[src/prvu_pkg.sv]
`timescale 1ns / 1ps
// ---------------------------------------------------------------------------
// prvu_pkg: shared types and constants
// Operation codes, controller commands, CORDIC table and saturation helper
// for the polar/rectangular vector unit.
// ---------------------------------------------------------------------------
package prvu_pkg;

  localparam int CORDIC_STEPS_DEF = 24;
  localparam int FRAC_BITS_DEF    = 16;
  localparam int GUARD_BITS       = 8;
  localparam int CW               = 48;   // CORDIC datapath width
  localparam int CNT_W            = 6;
  localparam logic [CNT_W-1:0] DIV_LAST = 6'd63;   // 64 quotient bits
  localparam logic [29:0] GAIN_Q30 = 30'd652032874;

  localparam logic [31:0] ATAN_TAB [32] = '{
    32'h20000000, 32'h12E4051E, 32'h09FB385B, 32'h051111D4, 32'h028B0D43,
    32'h0145D7E1, 32'h00A2F61E, 32'h00517C55, 32'h0028BE53, 32'h00145F2F,
    32'h000A2F98, 32'h000517CC, 32'h00028BE6, 32'h000145F3, 32'h0000A2FA,
    32'h0000517D, 32'h000028BE, 32'h0000145F, 32'h00000A30, 32'h00000518,
    32'h0000028C, 32'h00000146, 32'h000000A3, 32'h00000051, 32'h00000029,
    32'h00000014, 32'h0000000A, 32'h00000005, 32'h00000003, 32'h00000001,
    32'h00000001, 32'h00000000
  };

  typedef enum logic [3:0] {
    MODE_LOAD_RECT    = 4'd0,
    MODE_LOAD_POLAR   = 4'd1,
    MODE_LOAD_DIR_MAG = 4'd2,
    MODE_SET_MAG      = 4'd3,
    MODE_CHANGE_MAG   = 4'd4,
    MODE_SET_ANGLE    = 4'd5,
    MODE_CHANGE_ANGLE = 4'd6,
    MODE_MUL_MAG      = 4'd7,
    MODE_SCALE_ROTATE = 4'd8,
    MODE_ADD          = 4'd9,
    MODE_SUB          = 4'd10,
    MODE_ANGLE_BETWEEN = 4'd11
  } mode_t;

  typedef enum logic [4:0] {
    DP_NOP, DP_LATCH, DP_ADD, DP_SUB, DP_VEC_INIT, DP_VEC_STEP,
    DP_LEN_A, DP_LEN_B, DP_LEN_FIN, DP_COMMIT_RECT, DP_COMMIT_ANG,
    DP_COMMIT_BETWEEN, DP_ANG_SET, DP_ANG_ADD, DP_PM_AMT, DP_PM_MAG,
    DP_ROT_INIT, DP_ROT_STEP, DP_ROT_FIN, DP_CLEAR, DP_MUL_AMT, DP_MUL_PM,
    DP_MULQ_WR, DP_NM, DP_DIV_INIT, DP_DIV_STEP, DP_DIV_WR, DP_MAG_PM,
    DP_OUT_LOAD
  } dp_op_t;

  typedef enum logic [1:0] {
    SEL_MAG, SEL_X, SEL_Y, SEL_PM
  } sel_t;

  typedef struct packed {
    dp_op_t     op;
    sel_t       sel;
    logic [4:0] step;
  } dp_cmd_t;

  typedef struct packed {
    logic pm_le0;
    logic mag_zero;
    logic mag_le0;
    logic amt_le0;
  } dp_status_t;

  typedef enum logic [4:0] {
    S_IDLE, S_DISPATCH, S_ADDSUB, S_VINIT, S_VSTEP, S_LEN_A, S_LEN_B,
    S_LEN_FIN, S_COMMIT, S_ANG, S_PM, S_SETPOL, S_ROT_INIT, S_ROT_STEP,
    S_ROT_FIN, S_CLEAR, S_MUL, S_MULQ_WR, S_MAG_CHECK, S_NM, S_NM_CHECK,
    S_DIV_INIT, S_DIV_STEP, S_DIV_WR, S_MAG_PM, S_DONE
  } state_t;

  // clamp to signed 32 bits; top bit reports a clamp
  function automatic logic [32:0] sat32(input logic signed [64:0] v);
    logic [32:0] r;
    if (v > 65'sd2147483647) begin
      r = {1'b1, 32'h7FFFFFFF};
    end else if (v < -65'sd2147483648) begin
      r = {1'b1, 32'h80000000};
    end else begin
      r = {1'b0, v[31:0]};
    end
    return r;
  endfunction

endpackage

[src/prvu_ctrl.sv]
`timescale 1ns / 1ps
// ---------------------------------------------------------------------------
// prvu_ctrl: operation sequencer
// Steps through the command sequence of each mode and owns both handshakes.
// ---------------------------------------------------------------------------
module prvu_ctrl #(
  parameter int CORDIC_STEPS = prvu_pkg::CORDIC_STEPS_DEF
) (
  input  logic                 clk,
  input  logic                 rst,
  input  logic                 in_valid,
  output logic                 in_stall,
  input  logic [3:0]           mode,
  output logic                 out_valid,
  input  logic                 out_stall,
  output prvu_pkg::dp_cmd_t    cmd,
  input  prvu_pkg::dp_status_t status
);
  import prvu_pkg::*;

  localparam logic [CNT_W-1:0] CORDIC_LAST = CNT_W'(CORDIC_STEPS - 1);

  state_t            state, state_next;
  logic [3:0]        mode_reg;
  logic [CNT_W-1:0]  cnt, cnt_next;
  sel_t              tgt, tgt_next;
  logic              out_load;

  always_ff @(posedge clk) begin
    if (rst) begin
      state     <= S_IDLE;
      out_valid <= 1'b0;
      cnt       <= '0;
      tgt       <= SEL_MAG;
    end else begin
      state <= state_next;
      cnt   <= cnt_next;
      tgt   <= tgt_next;
      if (out_load) begin
        out_valid <= 1'b1;
      end else if (!out_stall) begin
        out_valid <= 1'b0;
      end
    end
    if (state == S_IDLE) begin
      mode_reg <= mode;
    end
  end

  assign in_stall = (state != S_IDLE);

  always_comb begin
    state_next = state;
    cnt_next   = cnt;
    tgt_next   = tgt;
    out_load   = 1'b0;
    cmd.op     = DP_NOP;
    cmd.sel    = tgt;
    cmd.step   = cnt[4:0];
    unique case (state)
      S_IDLE: begin
        if (in_valid) begin
          cmd.op     = DP_LATCH;
          state_next = S_DISPATCH;
        end
      end
      S_DISPATCH: begin
        case (mode_reg)
          MODE_LOAD_RECT, MODE_LOAD_DIR_MAG, MODE_ANGLE_BETWEEN: state_next = S_VINIT;
          MODE_ADD, MODE_SUB: state_next = S_ADDSUB;
          MODE_LOAD_POLAR, MODE_SET_ANGLE, MODE_CHANGE_ANGLE, MODE_SCALE_ROTATE:
            state_next = S_ANG;
          MODE_SET_MAG: state_next = S_PM;
          MODE_CHANGE_MAG: state_next = status.mag_zero ? S_PM : S_NM;
          MODE_MUL_MAG: begin
            tgt_next   = SEL_MAG;
            state_next = status.amt_le0 ? S_CLEAR : S_MUL;
          end
          default: state_next = S_DONE;
        endcase
      end
      S_ADDSUB: begin
        cmd.op     = (mode_reg == MODE_SUB) ? DP_SUB : DP_ADD;
        state_next = S_VINIT;
      end
      S_VINIT: begin
        cmd.op     = DP_VEC_INIT;
        cnt_next   = '0;
        state_next = S_VSTEP;
      end
      S_VSTEP: begin
        cmd.op   = DP_VEC_STEP;
        cnt_next = cnt + 1'b1;
        if (cnt == CORDIC_LAST) begin
          state_next = (mode_reg == MODE_LOAD_DIR_MAG || mode_reg == MODE_ANGLE_BETWEEN)
                       ? S_COMMIT : S_LEN_A;
        end
      end
      S_LEN_A: begin
        cmd.op     = DP_LEN_A;
        state_next = S_LEN_B;
      end
      S_LEN_B: begin
        cmd.op     = DP_LEN_B;
        state_next = S_LEN_FIN;
      end
      S_LEN_FIN: begin
        cmd.op     = DP_LEN_FIN;
        state_next = S_COMMIT;
      end
      S_COMMIT: begin
        if (mode_reg == MODE_LOAD_DIR_MAG) begin
          cmd.op     = DP_COMMIT_ANG;
          state_next = S_PM;
        end else if (mode_reg == MODE_ANGLE_BETWEEN) begin
          cmd.op     = DP_COMMIT_BETWEEN;
          state_next = S_DONE;
        end else begin
          cmd.op     = DP_COMMIT_RECT;
          state_next = S_DONE;
        end
      end
      S_ANG: begin
        cmd.op = (mode_reg == MODE_LOAD_POLAR || mode_reg == MODE_SET_ANGLE)
                 ? DP_ANG_SET : DP_ANG_ADD;
        if (mode_reg == MODE_SCALE_ROTATE) begin
          tgt_next   = SEL_MAG;
          state_next = S_MUL;
        end else begin
          state_next = S_PM;
        end
      end
      S_PM: begin
        cmd.op = (mode_reg == MODE_SET_ANGLE || mode_reg == MODE_CHANGE_ANGLE)
                 ? DP_PM_MAG : DP_PM_AMT;
        state_next = S_SETPOL;
      end
      S_SETPOL: state_next = status.pm_le0 ? S_CLEAR : S_ROT_INIT;
      S_ROT_INIT: begin
        cmd.op     = DP_ROT_INIT;
        cnt_next   = '0;
        state_next = S_ROT_STEP;
      end
      S_ROT_STEP: begin
        cmd.op   = DP_ROT_STEP;
        cnt_next = cnt + 1'b1;
        if (cnt == CORDIC_LAST) begin
          state_next = S_ROT_FIN;
        end
      end
      S_ROT_FIN: begin
        cmd.op     = DP_ROT_FIN;
        state_next = S_DONE;
      end
      S_CLEAR: begin
        cmd.op     = DP_CLEAR;
        state_next = S_DONE;
      end
      S_MUL: begin
        if (mode_reg == MODE_CHANGE_MAG) begin
          cmd.op     = DP_MUL_PM;
          state_next = S_DIV_INIT;
        end else begin
          cmd.op     = DP_MUL_AMT;
          state_next = S_MULQ_WR;
        end
      end
      S_MULQ_WR: begin
        cmd.op = DP_MULQ_WR;
        if (mode_reg == MODE_SCALE_ROTATE) begin
          cmd.sel    = SEL_PM;
          state_next = S_SETPOL;
        end else begin
          unique case (tgt)
            SEL_MAG: begin
              tgt_next   = SEL_X;
              state_next = S_MUL;
            end
            SEL_X: begin
              tgt_next   = SEL_Y;
              state_next = S_MUL;
            end
            default: state_next = S_MAG_CHECK;
          endcase
        end
      end
      S_MAG_CHECK: state_next = status.mag_le0 ? S_CLEAR : S_DONE;
      S_NM: begin
        cmd.op     = DP_NM;
        state_next = S_NM_CHECK;
      end
      S_NM_CHECK: begin
        tgt_next   = SEL_X;
        state_next = status.pm_le0 ? S_CLEAR : S_MUL;
      end
      S_DIV_INIT: begin
        cmd.op     = DP_DIV_INIT;
        cnt_next   = '0;
        state_next = S_DIV_STEP;
      end
      S_DIV_STEP: begin
        cmd.op   = DP_DIV_STEP;
        cnt_next = cnt + 1'b1;
        if (cnt == DIV_LAST) begin
          state_next = S_DIV_WR;
        end
      end
      S_DIV_WR: begin
        cmd.op = DP_DIV_WR;
        if (tgt == SEL_X) begin
          tgt_next   = SEL_Y;
          state_next = S_MUL;
        end else begin
          state_next = S_MAG_PM;
        end
      end
      S_MAG_PM: begin
        cmd.op     = DP_MAG_PM;
        state_next = S_DONE;
      end
      S_DONE: begin
        // hold until the output register is free
        if (!out_valid || !out_stall) begin
          cmd.op     = DP_OUT_LOAD;
          out_load   = 1'b1;
          state_next = S_IDLE;
        end
      end
      default: state_next = S_IDLE;
    endcase
  end

endmodule

[config.mk]
export PLATFORM = sky130hd
export DESIGN_NAME = prvu_ctrl
export DESIGN_NICKNAME = d
export VERILOG_FILES = /design/src/prvu_pkg.sv /design/src/prvu_ctrl.sv
export SDC_FILE = /design/constraint.sdc
export NUM_CORES = 1
export LEC_CHECK = 0
export BUFFER_PORTS_ARGS = -buffer_cell sky130_fd_sc_hd__buf_2
export CAP_MARGIN = 20
export CELL_PAD_IN_SITES_DETAIL_PLACEMENT = 0
export CELL_PAD_IN_SITES_GLOBAL_PLACEMENT = 1
export CORE_MARGIN = 2
export CORE_UTILIZATION = 46
export DETAILED_ROUTE_END_ITERATION = 8
export HOLD_SLACK_MARGIN = 0.15
export PLACE_DENSITY = 0.86
export SYNTH_ARGS = -nofsm -noshare
export SYNTH_HDL_FRONTEND = slang
export SYNTH_SLANG_ARGS = --single-unit
[constraint.sdc]
create_clock -name clk -period 5.2 [get_ports clk]
set_input_delay 0.78 -clock clk [delete_from_list [all_inputs] [get_ports clk]]
set_output_delay 0.78 -clock clk [all_outputs]
set_load 0.03 [all_outputs]
==> impl_metrics.csv, run 1 <==
group,metric,value,unit
status,status,"completed",
floorplanning,floorplan.rows,24,
clock_network,clock_tree.htree_level_count,1,
place,place.gp.congestion,0.856,
synth,synth_flop_cell,"dfxtp_1",
floorplanning,fp.dieW,70.1,µm
finish,area.sequential,400,µm²
synth,synth_enable_flop_cells,4,
drt,drt_iter0_markers,322,
timing,rsz0062_at_grt,"no",
floorplanning,floorplan.initialDensity,46.8,%
run,cap_violations,0,
clock_network,numClockSinks,18,
timing,timing.final.crit_period,3060,ps
power_and_ir_drop,power.density_cell_area,575,nW/µm²
global_routing,groute.usage.overall,21.5,%
place,hpwl,3740,µm
synth,synth_seq_cells,18,
clock_network,root_buffer,"clkbuf_8",
global_routing,initial_antenna_violation_count,0,
drt,antenna_violating_nets_post_route,0,
floorplanning,ioPinCount,26,
setup_path,critPathSlowestCell,"or4b_1",
setup_path,worst-endpoint-required,4420,ps
finish,largest_register_ffs,6,
timing,slew_viol_final,0,
synth,netlist_instances,271,
place,numPortBuffers,25,
finish,design.final.nets,285,
global_routing,maximum_number_of_pins_on_one_net_before_global_route_repair,41,
drt,detailroute.wirelength.met3,253,µm
finish,final_cells,323,
finish,post_route_cells_drive_above_1_share,16.2,%
timing,tns,0,ps
setup_path,path_buf_inv,1,
synth,syn-num-nets,284,
synth,area_of_the_mapped_netlist,2010,µm²
timing,timing.final.hold_violations,0,
finish,fin_util,49.2,%
synth,post_synthesis_async_set_or_reset_flop_share,0,%
synth,syn_area_per_cell,7.41,µm²
finish,final.fill_count,440,
synth,ys_seq_area_share,19.9,%
setup_path,worstPathCellList,"or4b_1, nor3_1, or2_1, buf_2",
setup_path,critPathMaxFanout,18,
synth,synthDominantCellAreaShare,13.9,%
drt,routed.top_layer,"met4",
floorplanning,die-area,4910,µm²
floorplanning,y_dimension_of_the_die,70.1,µm
power_and_ir_drop,irDropWorstVdd,302,µV
clock_network,cts.repair.resized,0,
synth,synth.distinct_cells,66,
setup_path,critPathMaxStageDelay,720,ps
timing,slew_headroom,33.9,%
drt,first_pass_iters,5,
finish,number_of_antenna_repair_diodes,0,
synth,ys_top_cells_by_area,"dfxtp_1 (14%), edfxtp_1 (6.0%), nand2_1 (4.5%)",
timing,fin_crit_sh,58.9,%
setup_path,worst_path_dominant_cell_family,"simple AND/OR/NAND/NOR gates",
clock_network,clk-insertion-delay-late,250,ps
finish,multi_input_area,1410,µm²
setup_path,timing.critical_path.from_type,"flop",
timing,worstMarginPinSlew,990,ps
place,place.detailed.instances,319,
clock_network,post_cts_buffers,0,
power_and_ir_drop,power.static_leakage,0.788,nW
timing,clock-skew-final,6.53,ps
global_routing,grt-ovfl-total,0,
clock_network,ctsHoldBuffers,0,
synth,synth.yosys.warnings,0,
synth,ranking_of_synthesized_cells_by_instance_count,"nand2_1 (24), buf_2 (17), nor2_1 (15), dfxtp_1 (14)",
setup_path,path_class,"flop to output pin",
global_routing,grt_pass1_wl,8750,µm
clock_network,cts-buffers-inserted,3,
timing,finalSetupViolations,0,
timing,max_clock_freq,0.326,GHz
drt,routed-wl-met2,2470,µm
min_path,hold_path.class,"flop to flop",
floorplanning,core_area,4290,µm²
synth,yosysMostFrequentCell,"nand2_1",
setup_path,endpoint_kind,"output pin",
drt,residual_drc_count,0,
finish,area_growth_syn_to_layout,5.17,%
synth,synth_top_area_cell,"dfxtp_1",
drt,route.detailed.wl_per_inst,16.3,µm
drt,total_via_count_after_detailed_routing,2127,
global_routing,via_count_of_the_first_global_routing_pass,1881,
clock_network,cts.reportedPaths.clkPinSlew,70,ps
drt,routedLengthMet1,2470,µm
clock_network,cts-root-to-sink-buffers,2,
drt,vias_per_cell,6.59,
drt,routed_wirelength,5280,µm
setup_path,worst_ep_arrival_time,2280,ps
clock_network,cts_tree,"yes",
area by class of cell:
class / instances / share of cell area, %
Multi-Input combinational cell: 212 / 66.6
Clock buffer: 4 / 2.61
Tap cell: 52 / 3.08
Inverter: 8 / 1.42
Timing Repair Buffer: 29 / 7.34
Sequential cell: 18 / 18.9
per-stage QoR:
step / setup slack [ps] / hold WS, ps / area [µm²] / power [mW]
3_5_place_dp: 2420 / 478 / 2060 / 1.08
6_report: 2140 / 486 / 2110 / 1.22
3_3_place_gp: 2470 / 465 / 2060 / 1.09
4_1_cts: 2160 / 493 / 2110 / 1.20
2_1_floorplan: 2570 / 445 / 2010 / 0.936
5_1_grt: 1960 / 535 / 2110 / 1.31
cells in the final DEF, fill, tap and decap left out, types with 5 or more instances in the layout:
cell type | netlist | final
buf_2 | 17 | 25
nand3_1 | 8 | 8
o21ai_0 | 11 | 11
nor2_1 | 15 | 15
a21oi_1 | 11 | 11
a311oi_1 | 5 | 5
nand2b_1 | 11 | 11
nand2_1 | 24 | 24
nand4_1 | 6 | 6
inv_1 | 7 | 7
nor2b_1 | 10 | 10
a21o_1 | 6 | 6
dfxtp_1 | 14 | 14
nor3_1 | 8 | 8
o22ai_1 | 6 | 6
worst min-delay path, cell delays in order, from the launching register on:
cell and delay (ps):
dfxtp_1 320, nand2b_1 70, o21ai_1 60
path summary, 6_finish.rpt:
check / startpoint / depth (start not counted) / end / slack, ps
setup reg to reg: state[2]$_SDFFE_PP0P_ / 5 / state[3]$_SDFFE_PP0P_ / 2670
setup / recovery: mode_reg[1]$_DFFE_PP_ / 4 / cmd[6] / 2140
hold / removal: tgt[0]$_SDFFE_PP0P_ / 2 / tgt[0]$_SDFFE_PP0P_ / 490
hold reg to reg: tgt[0]$_SDFFE_PP0P_ / 2 / tgt[0]$_SDFFE_PP0P_ / 490
metal layers:
layer | vias to the layer above | global-route usage (%)
met4 | 0 | 6.62
met3 | 10 | 1.88
met1 | 1000 | 30.2
li1 | 1031 | -
met5 | - | 0
met2 | 86 | 34.9
where the power goes:
| group | total, mW | switching [mW] | internal (mW) |
|---|---|---|---|
| Sequential | 0.270 | 0.0841 | 0.186 |
| Clock | 0.114 | 0.0468 | 0.0672 |
| Combinational | 0.831 | 0.528 | 0.303 |
kinds of logic after synthesis:
logic type / Yosys count / synth area share (%)
flip-flops: 18 / 19.9
AO/OA/AOI/OAI: 91 / 34.4
XOR/XNOR: 2 / 0.872
buffers and inverters: 41 / 10.0
adder cells (fa/ha/maj): 1 / 0.623
multiplexers: 2 / 1.06
AND/OR/NAND/NOR: 116 / 33.1
(Power assumes the default switching activity.)
==> inputs of run 2 (changes only) <==
--- a/config.mk
+++ b/config.mk
@@ -10,10 +10,10 @@
 export CELL_PAD_IN_SITES_DETAIL_PLACEMENT = 0
 export CELL_PAD_IN_SITES_GLOBAL_PLACEMENT = 1
 export CORE_MARGIN = 2
-export CORE_UTILIZATION = 46
+export CORE_UTILIZATION = 43
 export DETAILED_ROUTE_END_ITERATION = 8
 export HOLD_SLACK_MARGIN = 0.15
-export PLACE_DENSITY = 0.86
+export PLACE_DENSITY = 0.81
 export SYNTH_ARGS = -nofsm -noshare
 export SYNTH_HDL_FRONTEND = slang
 export SYNTH_SLANG_ARGS = --single-unit
==> constraint.sdc (replaced) <==
create_clock -name clk -period 3.02 [get_ports clk]
set_input_delay 0.453 -clock clk [delete_from_list [all_inputs] [get_ports clk]]
set_output_delay 0.453 -clock clk [all_outputs]
set_load 0.03 [all_outputs]
==> run 2 against run 1 <==
Clock-buffer cell count down 1. Setup slack worse by 1900 ps. Combinational power up 81%. Cell area up 1.9%. First-iteration DRC count down 12%. Non-clock buffer count up 5. Total power up 76%. Sequential power up 75%. Global-route usage up 0.98 points. Wire length up 6.2%. Sequential cell count unchanged. Critical endpoint is now cmd[7].
==> impl_metrics.csv, run 2 (synthesis gave the netlist of run 1 again) <==
group,metric,value,unit
place,place.gp.congestion,0.966,
global_routing,maximum_number_of_pins_on_one_net_before_global_route_repair,37,
timing,max_clock_freq,0.356,GHz
timing,finalWorstSetupSlack,209,ps
timing,timing.final.hold_violations,0,
setup_path,worst-endpoint-required,2570,ps
clock_network,cts-buffers-inserted,3,
global_routing,initial_antenna_violation_count,0,
drt,vias_per_cell,6.59,
clock_network,cts_tree,"yes",
setup_path,path_class,"flop to output pin",
finish,mostFrequentLayoutCells,"buf_2 (25), nand2_1 (24), nor2_1 (15), dfxtp_1 (14)",
timing,fin_crit_sh,93.1,%
status,status,"completed",
finish,multi_input_area,1410,µm²
power_and_ir_drop,power.static_leakage,0.812,nW
run,cap_violations,0,
timing,finalSetupViolations,0,
power_and_ir_drop,power.sequential.fraction,22.1,%
global_routing,groute.usage.overall,22.5,%
power_and_ir_drop,power.density_cell_area,994,nW/µm²
power_and_ir_drop,clock_power_share,7.9,%
floorplanning,core_area,4410,µm²
setup_path,timing.critical_path.from_type,"flop",
setup_path,critical_path.endpoint,"cmd[7]",
power_and_ir_drop,p_int,0.978,mW
clock_network,ctsHoldBuffers,0,
floorplanning,floorplan.initialDensity,45.5,%
finish,area.sequential,400,µm²
finish,post_route_cells_drive_above_1_share,17.4,%
power_and_ir_drop,irDropWorstVdd,556,µV
clock_network,cts.reportedPaths.clkPinSlew,70,ps
power_and_ir_drop,power.net_switching,1.16,mW
clock_network,clock_tree.htree_level_count,1,
clock_network,numClockSinks,18,
setup_path,critPathMaxFanout,15,
global_routing,grt_pass1_wl,9490,µm
finish,area_growth_syn_to_layout,7.16,%
timing,rsz0062_at_grt,"no",
global_routing,grt-ovfl-total,0,
timing,timing.final.crit_period,2810,ps
place,preCtsSetupSlack,574,ps
drt,routed_wirelength,5600,µm
timing,worstMarginPinSlew,816,ps
clock_network,cts.repair.resized,0,
drt,first_pass_iters,7,
drt,total_via_count_after_detailed_routing,2161,
setup_path,worst_ep_arrival_time,2360,ps
power_and_ir_drop,p_sw_share,54.3,%
drt,antenna_violating_nets_post_route,0,
setup_path,reg2reg_to,"state[0]$_SDFFE_PP0P_",
floorplanning,ioPinCount,26,
clock_network,cts-root-to-sink-buffers,2,
setup_path,launch_instance_of_the_worst_register_to_register_path,"state[2]$_SDFFE_PP0P_",
setup_path,regToRegSetupSlack,650,ps
floorplanning,y_dimension_of_the_die,72.4,µm
clock_network,root_buffer,"clkbuf_8",
finish,number_of_antenna_repair_diodes,0,
drt,residual_drc_count,0,
finish,design.final.nets,290,
setup_path,reg2regPathDepth,5,
place,hpwl,4150,µm
finish,leading_cell_type_in_the_layout_fill_and_taps_excluded,"buf_2",
finish,final.fill_count,463,
timing,slew_headroom,45.5,%
floorplanning,die-area,5240,µm²
place,numPortBuffers,25,
finish,largest_register_ffs,6,
power_and_ir_drop,pwr-share-comb,70.0,%
timing,tns,0,ps
drt,route.detailed.wl_per_inst,17.1,µm
setup_path,endpoint_kind,"output pin",
min_path,hold_path.class,"primary input to flop",
global_routing,via_count_of_the_first_global_routing_pass,1900,
power_and_ir_drop,p_total,2.14,mW
timing,slew_viol_final,0,
setup_path,cp_startpoint,"mode_reg[2]$_DFFE_PP_",
floorplanning,fp.dieW,72.4,µm
timing,clock-skew-final,1.72,ps
clock_network,post_cts_buffers,0,
drt,drt_iter0_markers,282,
clock_network,clk-insertion-delay-late,250,ps
floorplanning,floorplan.rows,24,
run 2: cell count changes in the layout (fill, tap and decap cells not counted), sizes merged:
cell    previous run  this run
clkbuf             4         3
clkinv             1         2
buf               29        34
run 2: worst max-delay path: stages (launching register included):
cell	delay, ps
edfxtp_1	570
nor4b_1	730
a21o_1	230
o22ai_1	80
o21ai_0	190
nand4_1	120
buf_2	190
run 2: routing by layer:
layer  wire, µm  GRT usage (%)
met1       2530           32.7
met3        410           4.03
met5          0              0
met2       2610           34.7
met4         59           4.61
run 2: how the worst min path moves through the flow:
stage                                   start               endpoint  cells after the start
after floorplan           tgt[0]$_SDFFE_PP0P_    tgt[0]$_SDFFE_PP0P_                      2
after global placement    tgt[0]$_SDFFE_PP0P_    tgt[0]$_SDFFE_PP0P_                      2
after detailed placement  tgt[0]$_SDFFE_PP0P_    tgt[0]$_SDFFE_PP0P_                      2
after CTS                             mode[1]  mode_reg[1]$_DFFE_PP_                      1
after global routing                  mode[1]  mode_reg[1]$_DFFE_PP_                      1
final                                 mode[1]  mode_reg[1]$_DFFE_PP_                      1
run 2: final cells by class:
cell class,count,share of cell area (%)
clock buffer,3,1.92
timing repair buffer,34,9.53
clock inverter,1,0.174
multi-input combinational,212,65.4
sequential,18,18.6
tap,52,3.02
inverter,8,1.39
run 2: power by group through the flow:
stage	combinational [mW]	sequential (mW)	clock (mW)
after floorplan	1.26	0.354	0
after global placement	1.47	0.473	0
after detailed placement	1.47	0.475	0
after CTS	1.47	0.470	0.175
after global routing	1.63	0.491	0.186
final	1.50	0.473	0.170
run 2: stage by stage:
step	utilization, %	hold slack [ps]	cells	area, µm²
final	48.8	372	328	2150
after global routing	48.8	368	328	2150
after detailed placement	47.8	464	324	2110
after global placement	47.8	465	324	2110
after floorplan	-	445	271	2010
after CTS	48.8	371	328	2150
